==> src/rtl/dms_pkg.sv <==
// Shared widths, constants and handshake structures for the division magic-number search.
package dms_pkg;

  localparam int unsigned NumW  = 8;
  localparam int unsigned MulW  = 9;
  localparam int unsigned ShW   = 5;
  localparam int unsigned MagW  = 17;
  localparam int unsigned AccW  = NumW + MagW;
  localparam int unsigned IdxW  = 5;

  localparam logic [ShW-1:0]  FirstShift = ShW'(8);
  localparam logic [ShW-1:0]  LastShift  = ShW'(16);
  localparam logic [NumW-1:0] NumMax     = 8'hFF;

  typedef struct packed {
    logic            start;
    logic [ShW-1:0]  shift;
    logic [NumW-1:0] divisor;
  } dms_req_t;

  typedef struct packed {
    logic            done;
    logic [MagW-1:0] mul;
  } dms_rsp_t;

endpackage

==> src/rtl/div8_magic_search.sv <==
// Top level: searches the multiply-and-shift pair for unsigned 8-bit division by a divisor.
//
//  channel  direction  handshake                  payload
//  in       input      in_valid_i / in_ready_o    divisor_value_i[7:0]
//  out      output     out_valid_o / out_ready_i  magic_multiplier_o[8:0], shift_amount_o[4:0]
//
// A zero divisor or a power of two goes from idle straight to the done state, whose result
// enters the output register once that is free. Any other divisor runs, for each shift
// tried from 8 up to 16, the serial reciprocal divider and then tests up to 256
// numerators, one per cycle, before its result goes to the done state. One item is
// worked on at a time.
// After reset the block is idle with no result pending.
// A finished result waits in the output register, and the next item is taken meanwhile.
module div8_magic_search (
  input  logic                      clk_i,
  input  logic                      rst_ni,
  input  logic                      in_valid_i,
  output logic                      in_ready_o,
  input  logic [dms_pkg::NumW-1:0]  divisor_value_i,
  output logic                      out_valid_o,
  input  logic                      out_ready_i,
  output logic [dms_pkg::MulW-1:0]  magic_multiplier_o,
  output logic [dms_pkg::ShW-1:0]   shift_amount_o
);
  import dms_pkg::*;

  typedef enum logic [1:0] {
    StIdle,
    StDiv,
    StTest,
    StDone
  } state_e;

  state_e          state_q, state_d;
  logic            ovalid_q, ovalid_d;
  logic [MulW-1:0] omul_q, omul_d;
  logic [ShW-1:0]  osh_q, osh_d;
  logic [MulW-1:0] rmul_q, rmul_d;
  logic [ShW-1:0]  rsh_q, rsh_d;
  logic [NumW-1:0] d_q, d_d;
  logic [ShW-1:0]  s_q, s_d;
  logic [MagW-1:0] mul_q, mul_d;
  logic [AccW-1:0] acc_q, acc_d;
  logic [NumW-1:0] n_q, n_d;
  logic [NumW-1:0] qn_q, qn_d;
  logic [NumW-1:0] rn_q, rn_d;

  dms_req_t        req;
  dms_rsp_t        rsp;
  logic            accept;
  logic            pow2;
  logic [ShW-1:0]  log2_d;
  logic [NumW-1:0] got;
  logic [NumW-1:0] rn_inc;

  always_comb begin
    log2_d = '0;
    for (int i = 0; i < NumW; i++) begin
      if (divisor_value_i[i]) begin
        log2_d = ShW'(i);
      end
    end
  end

  assign in_ready_o = (state_q == StIdle);
  assign accept     = in_valid_i && in_ready_o;
  assign pow2       = ((divisor_value_i & (divisor_value_i - NumW'(1))) == '0);
  assign got        = NumW'(acc_q >> s_q);
  assign rn_inc     = rn_q + NumW'(1);

  always_comb begin
    state_d  = state_q;
    ovalid_d = ovalid_q;
    omul_d   = omul_q;
    osh_d    = osh_q;
    rmul_d   = rmul_q;
    rsh_d    = rsh_q;
    d_d      = d_q;
    s_d      = s_q;
    mul_d    = mul_q;
    acc_d    = acc_q;
    n_d      = n_q;
    qn_d     = qn_q;
    rn_d     = rn_q;
    req      = '{start: 1'b0, shift: s_q, divisor: d_q};

    if (out_ready_i) begin
      ovalid_d = 1'b0;
    end

    case (state_q)
      StIdle: begin
        if (accept) begin
          d_d = divisor_value_i;
          if (divisor_value_i == '0) begin
            rmul_d  = '0;
            rsh_d   = '0;
            state_d = StDone;
          end else if (pow2) begin
            rmul_d  = MulW'(1);
            rsh_d   = log2_d;
            state_d = StDone;
          end else begin
            s_d       = FirstShift;
            req.start = 1'b1;
            req.shift = FirstShift;
            req.divisor = divisor_value_i;
            state_d   = StDiv;
          end
        end
      end
      StDiv: begin
        if (rsp.done) begin
          mul_d   = rsp.mul;
          acc_d   = '0;
          n_d     = '0;
          qn_d    = '0;
          rn_d    = '0;
          state_d = StTest;
        end
      end
      StTest: begin
        if (got != qn_q) begin
          if (s_q == LastShift) begin
            rmul_d  = MulW'(mul_q);
            rsh_d   = s_q;
            state_d = StDone;
          end else begin
            s_d       = s_q + ShW'(1);
            req.start = 1'b1;
            req.shift = s_q + ShW'(1);
            state_d   = StDiv;
          end
        end else if (n_q == NumMax) begin
          rmul_d  = MulW'(mul_q);
          rsh_d   = s_q;
          state_d = StDone;
        end else begin
          n_d   = n_q + NumW'(1);
          acc_d = acc_q + AccW'(mul_q);
          if (rn_inc == d_q) begin
            rn_d = '0;
            qn_d = qn_q + NumW'(1);
          end else begin
            rn_d = rn_inc;
          end
        end
      end
      StDone: begin
        if (!ovalid_q || out_ready_i) begin
          ovalid_d = 1'b1;
          omul_d   = rmul_q;
          osh_d    = rsh_q;
          state_d  = StIdle;
        end
      end
      default: begin
        state_d = StIdle;
      end
    endcase
  end

  dms_recip u_recip (
    .clk_i  (clk_i),
    .rst_ni (rst_ni),
    .req_i  (req),
    .rsp_o  (rsp)
  );

  always_ff @(posedge clk_i or negedge rst_ni) begin
    if (!rst_ni) begin
      state_q  <= StIdle;
      ovalid_q <= 1'b0;
    end else begin
      state_q  <= state_d;
      ovalid_q <= ovalid_d;
    end
  end

  always_ff @(posedge clk_i) begin
    omul_q <= omul_d;
    osh_q  <= osh_d;
    rmul_q <= rmul_d;
    rsh_q  <= rsh_d;
    d_q    <= d_d;
    s_q    <= s_d;
    mul_q  <= mul_d;
    acc_q  <= acc_d;
    n_q    <= n_d;
    qn_q   <= qn_d;
    rn_q   <= rn_d;
  end

  assign out_valid_o        = ovalid_q;
  assign magic_multiplier_o = omul_q;
  assign shift_amount_o     = osh_q;

  a_done_in_div: assert property (@(posedge clk_i) disable iff (!rst_ni)
    rsp.done |-> state_q == StDiv)
    else $error("reciprocal result outside the division phase");

  a_shift_range: assert property (@(posedge clk_i) disable iff (!rst_ni)
    (state_q == StTest || state_q == StDiv) |-> (s_q >= FirstShift && s_q <= LastShift))
    else $error("search shift out of range");

  a_rem_below: assert property (@(posedge clk_i) disable iff (!rst_ni)
    state_q == StTest |-> rn_q < d_q)
    else $error("numerator remainder not below divisor");

  a_shift_out: assert property (@(posedge clk_i) disable iff (!rst_ni)
    out_valid_o |-> shift_amount_o <= LastShift)
    else $error("result shift above its bound");

endmodule

==> src/rtl/dms_recip.sv <==
// Bit-serial restoring divider that forms ceil(2^shift / divisor), one quotient bit per cycle.
module dms_recip (
  input  logic              clk_i,
  input  logic              rst_ni,
  input  dms_pkg::dms_req_t req_i,
  output dms_pkg::dms_rsp_t rsp_o
);
  import dms_pkg::*;

  logic            busy_q, busy_d;
  logic            done_q, done_d;
  logic [IdxW-1:0] idx_q, idx_d;
  logic [ShW-1:0]  sh_q, sh_d;
  logic [NumW-1:0] div_q, div_d;
  logic [NumW-1:0] rem_q, rem_d;
  logic [MagW-1:0] quo_q, quo_d;
  logic [MagW-1:0] mul_q, mul_d;

  logic            bit_in;
  logic [NumW:0]   rem_shl;
  logic            take;
  logic [NumW-1:0] rem_nx;
  logic [MagW-1:0] quo_nx;

  always_comb begin
    bit_in  = (idx_q == IdxW'(sh_q));
    rem_shl = {rem_q, bit_in};
    take    = (rem_shl >= {1'b0, div_q});
    rem_nx  = take ? NumW'(rem_shl - {1'b0, div_q}) : NumW'(rem_shl);
    quo_nx  = {quo_q[MagW-2:0], take};

    busy_d = busy_q;
    done_d = 1'b0;
    idx_d  = idx_q;
    sh_d   = sh_q;
    div_d  = div_q;
    rem_d  = rem_q;
    quo_d  = quo_q;
    mul_d  = mul_q;

    if (req_i.start) begin
      busy_d = 1'b1;
      idx_d  = IdxW'(MagW - 1);
      sh_d   = req_i.shift;
      div_d  = req_i.divisor;
      rem_d  = '0;
      quo_d  = '0;
    end else if (busy_q) begin
      rem_d = rem_nx;
      quo_d = quo_nx;
      idx_d = idx_q - IdxW'(1);
      if (idx_q == '0) begin
        busy_d = 1'b0;
        done_d = 1'b1;
        mul_d  = quo_nx + MagW'(rem_nx != '0);
      end
    end
  end

  always_ff @(posedge clk_i or negedge rst_ni) begin
    if (!rst_ni) begin
      busy_q <= 1'b0;
      done_q <= 1'b0;
    end else begin
      busy_q <= busy_d;
      done_q <= done_d;
    end
  end

  always_ff @(posedge clk_i) begin
    idx_q <= idx_d;
    sh_q  <= sh_d;
    div_q <= div_d;
    rem_q <= rem_d;
    quo_q <= quo_d;
    mul_q <= mul_d;
  end

  assign rsp_o.done = done_q;
  assign rsp_o.mul  = mul_q;

  a_start_idle: assert property (@(posedge clk_i) disable iff (!rst_ni)
    req_i.start |-> !busy_q)
    else $error("divider started while busy");

  a_rem_below: assert property (@(posedge clk_i) disable iff (!rst_ni)
    busy_q |-> rem_q < div_q)
    else $error("partial remainder not below divisor");

  a_done_after_busy: assert property (@(posedge clk_i) disable iff (!rst_ni)
    done_q |-> $past(busy_q))
    else $error("done without a running division");

endmodule
==> config.mk <==
export PLATFORM = sky130hd
export DESIGN_NAME = div8_magic_search
export DESIGN_NICKNAME = d
export VERILOG_FILES = /design/src/rtl/dms_pkg.sv /design/src/rtl/div8_magic_search.sv /design/src/rtl/dms_recip.sv
export SDC_FILE = /design/constraint.sdc
export NUM_CORES = 1
export LEC_CHECK = 0
export ABC_AREA = 0
export BUFFER_PORTS_ARGS = -buffer_cell sky130_fd_sc_hd__clkbuf_2
export CORE_MARGIN = 5
export CORE_UTILIZATION = 50
export DETAILED_ROUTE_END_ITERATION = 7
export HOLD_SLACK_MARGIN = 0.15
export PLACE_DENSITY = 0.77
export SLEW_MARGIN = 30
export SYNTH_ARGS = -nofsm -noshare
export SYNTH_HDL_FRONTEND = slang
export SYNTH_SLANG_ARGS = --single-unit
export TNS_END_PERCENT = 50
==> constraint.sdc <==
create_clock -name clk_i -period 6.5 [get_ports clk_i]
set_input_delay 0.65 -clock clk_i [delete_from_list [all_inputs] [get_ports clk_i]]
set_output_delay 0.65 -clock clk_i [all_outputs]
set_load 0.05 [all_outputs]
==> impl_metrics.json <==
{
  "die_h_um": 149,
  "synth_edf_count": 137,
  "period_share_pct": 73.0,
  "ant_nets": 0,
  "cp-end-kind": "flop",
  "ys_ff_latch": 171,
  "syn_area_um2": 9690,
  "die_area_um2": 22300,
  "synthTopCellsByArea": "edfxtp_1 (42%), dfxtp_1 (6.0%), ha_1 (4.4%)",
  "synth_top_area_share_pct": 42.5,
  "synth_nets": 925,
  "clockBufferDepth": 2,
  "place_hpwl_mm": 13.9,
  "whs_ns": 0.420,
  "synth.distinct_cells": 70,
  "ir_drop_uv": 264,
  "h-tree-depth": 4,
  "finalPower_w": 0.00380,
  "slowest_delay_ns": 0.83,
  "status": "finished, final reports clean",
  "path_class": "flop to flop",
  "finalHoldViolCount": 0,
  "root_buffer": "clkbuf_16",
  "synth_top_area_cell": "edfxtp_1",
  "viasPerCell": 5.83,
  "synthCells": 877,
  "firstDrtPassIters": 5,
  "grt_pass1_vias": 6330,
  "crit_buf_inv": 3,
  "antenna_found_initial": 0,
  "grt_max_degree": 42,
  "start_util_pct": 50.3,
  "final_nets": 943,
  "place_congestion": 0.912,
  "grt_pass1_wl_mm": 32.5,
  "drc_errors": 0,
  "ioPinCount": 28,
  "setup_viol": 0,
  "post_drt_wl_per_cell_um": 16.9,
  "clk_latency_ns": 0.45,
  "dieWidth_um": 149,
  "cts_inserted_buffers": 17,
  "initialDrtViolationCount": 670,
  "crit_top_cell": "buf_4",
  "max_slew.worst_pin.slew_ns": 0.898,
  "cp_max_fo": 40,
  "required_ns": 6.64,
  "area_growth_pct": 10.5,
  "rows": 51,
  "synth_ff_type": "edfxtp_1",
  "drive_gt1_share_pct": 14.4,
  "cts_num_sinks": 171,
  "coreArea_um2": 19300,
  "port_buffers": 27,
  "fin_setup_tns_ns": 0,
  "path_delay_family": "simple AND/OR/NAND/NOR gates",
  "max_cap_violations": 0,
  "leakagePower_nw": 3.99,
  "num_vias": 6835,
  "startpoint_type": "flop",
  "ff2ff_setup_slack_ns": 1.76,
  "drt-total-wl_mm": 19.8,
  "fin_skew_ns": 0.0135,
  "path_clk_slew_ns": 0.07,
  "final_core_util_pct": 55.6,
  "worstPathArrival_ns": 4.89,
  "drv_slew": 0,
  "slew_headroom_pct": 39.9,
  "synth_area_per_cell_um2": 11.0,
  "fmax_mhz": 211,
  "cts_tree": "yes",
  "async_flop_share_pct": 2.92,
  "grtUsageTotal_pct": 18.5,
  "powerDensity_nw_per_um2": 355,
  "synth_warnings": 0,
  "period_needed_ns": 4.74,
  "rsz0062_at_grt": "no",
  "path_cells": "buf_4, mux2_2, mux4_2, a22o_1, or3_1, a21oi_1, nand4_1, a22o_2, buf_4, nor3_2, buf_4",
  "hold_class": "flop to flop",
  "cp_slowest_cell": "edfxtp_1",
  "diodes": 0,
  "ys_seq_area_share_pct": 49.8,
  "grt_remaining_overflow": 0
}
==> synthesized netlist by cell type, drive strengths merged, types with 15 or more instances <==
cell,count
edfxtp,137
nor2,104
nand2,50
nand3,43
xnor2,40
inv,38
ha,34
mux2i,34
a21oi,32
dfxtp,29
xor2,28
o21ai,25
clkbuf,23
mux2,23
nor3,23
mux4,18
buf,17
and3,15
==> flip-flops by register name (all words and copies together), names as in the netlist, 2 cells and up <==
register / count
rn_q: 8
u_recip.mul_q: 17
s_q: 5
acc_q: 25
shift_amount_o: 5
u_recip.sh_q: 5
rsh_q: 5
u_recip.idx_q: 5
state_q: 2
d_q: 8
u_recip.quo_q: 16
rmul_q: 9
u_recip.div_q: 8
mul_q: 17
u_recip.rem_q: 8
n_q: 8
magic_multiplier_o: 9
qn_q: 8
==> through the flow <==
step                      area, um2  std cells  worst slack, ns
after floorplan                9690        877             2.31
after global placement        10100       1139             1.85
after detailed placement      10100       1140             1.74
after CTS                     10700       1173             1.70
after global routing          10700       1173             1.46
final                         10700       1173             1.76
==> worst register-to-register path: stages (launching register included) <==
cell      delay (ns)
edfxtp_1        0.83
buf_4           0.35
mux2_2          0.36
mux4_2          0.50
a22o_1          0.25
or3_1           0.30
a21oi_1         0.16
nand4_1         0.42
a22o_2          0.44
buf_4           0.29
nor3_2          0.25
buf_4           0.27
==> cell usage in the layout (no fill, tap or decap), types with 10 or more instances in the layout <==
| master | Yosys | final |
|---|---|---|
| edfxtp_1 | 137 | 137 |
| nor2_1 | 104 | 104 |
| nand2_1 | 50 | 50 |
| nand3_1 | 43 | 43 |
| xnor2_1 | 40 | 40 |
| inv_1 | 38 | 38 |
| mux2i_1 | 34 | 34 |
| ha_1 | 34 | 34 |
| a21oi_1 | 32 | 32 |
| dfxtp_1 | 29 | 29 |
| xor2_1 | 28 | 28 |
| clkbuf_2 | 0 | 27 |
| o21ai_0 | 23 | 23 |
| nor3_1 | 23 | 22 |
| mux2_2 | 21 | 21 |
| mux4_2 | 18 | 18 |
| clkbuf_16 | 0 | 17 |
| and3_1 | 15 | 15 |
| nor4_1 | 12 | 12 |
| and2_1 | 12 | 12 |
| nand2b_1 | 11 | 10 |
| buf_4 | 1 | 10 |
==> what timing repair did <==
item                                    in CTS  in global routing
endpoints found under the setup margin       0                  0
hold buffers                                 1                  0
gates resized for setup                      0                  0
setup buffers                                0                  0
hold endpoints to repair                     5                  0
==> cell type report <==
cell class | count | area [um2]
fillers | 1601 | 8570
flip-flops and latches | 171 | 4820
multi-input cells | 627 | 4570
clock buffers | 17 | 425
well taps | 265 | 332
repair buffers | 39 | 231
clock inverters | 15 | 181
inverters | 39 | 146
==> layer usage <==
metal,share of wire [%],wire (um),track usage [%],vias up
met1,45,9010,25.8,3317
met3,5.8,1150,3.77,32
met4,2.0,393,6.86,0
met2,47,9280,28.7,206
li1,-,-,-,3280
met5,0,0,0,-
==> worst paths after layout <==
check                             startpoint                 to  depth (start not counted)
max in group asynchronous             rst_ni         state_q[1]                          2
setup / recovery                      s_q[1]  u_recip.mul_q[13]                         11
hold reg to reg            u_recip.mul_q[16]          mul_q[16]                          0
setup reg to reg                      s_q[1]  u_recip.mul_q[13]                         11
min in group asynchronous             rst_ni         state_q[0]                          2
hold / removal             u_recip.mul_q[16]          mul_q[16]                          0
==> logic make-up after synthesis <==
group	count (synthesis)	share of synthesized area, %
fa+ha+maj	37	4.91
buf+inv	79	3.35
flops	171	49.8
compound gates	130	9.51
simple gates	317	16.0
xor+xnor	68	6.15
mux	75	10.4
==> power breakdown <==
part	internal, W	total, W	switching, W
sequential	0.00141	0.00158	0.000179
combinational	0.000514	0.00118	0.000662
clock	0.000550	0.00104	0.000487
(Power assumes the default switching activity.)
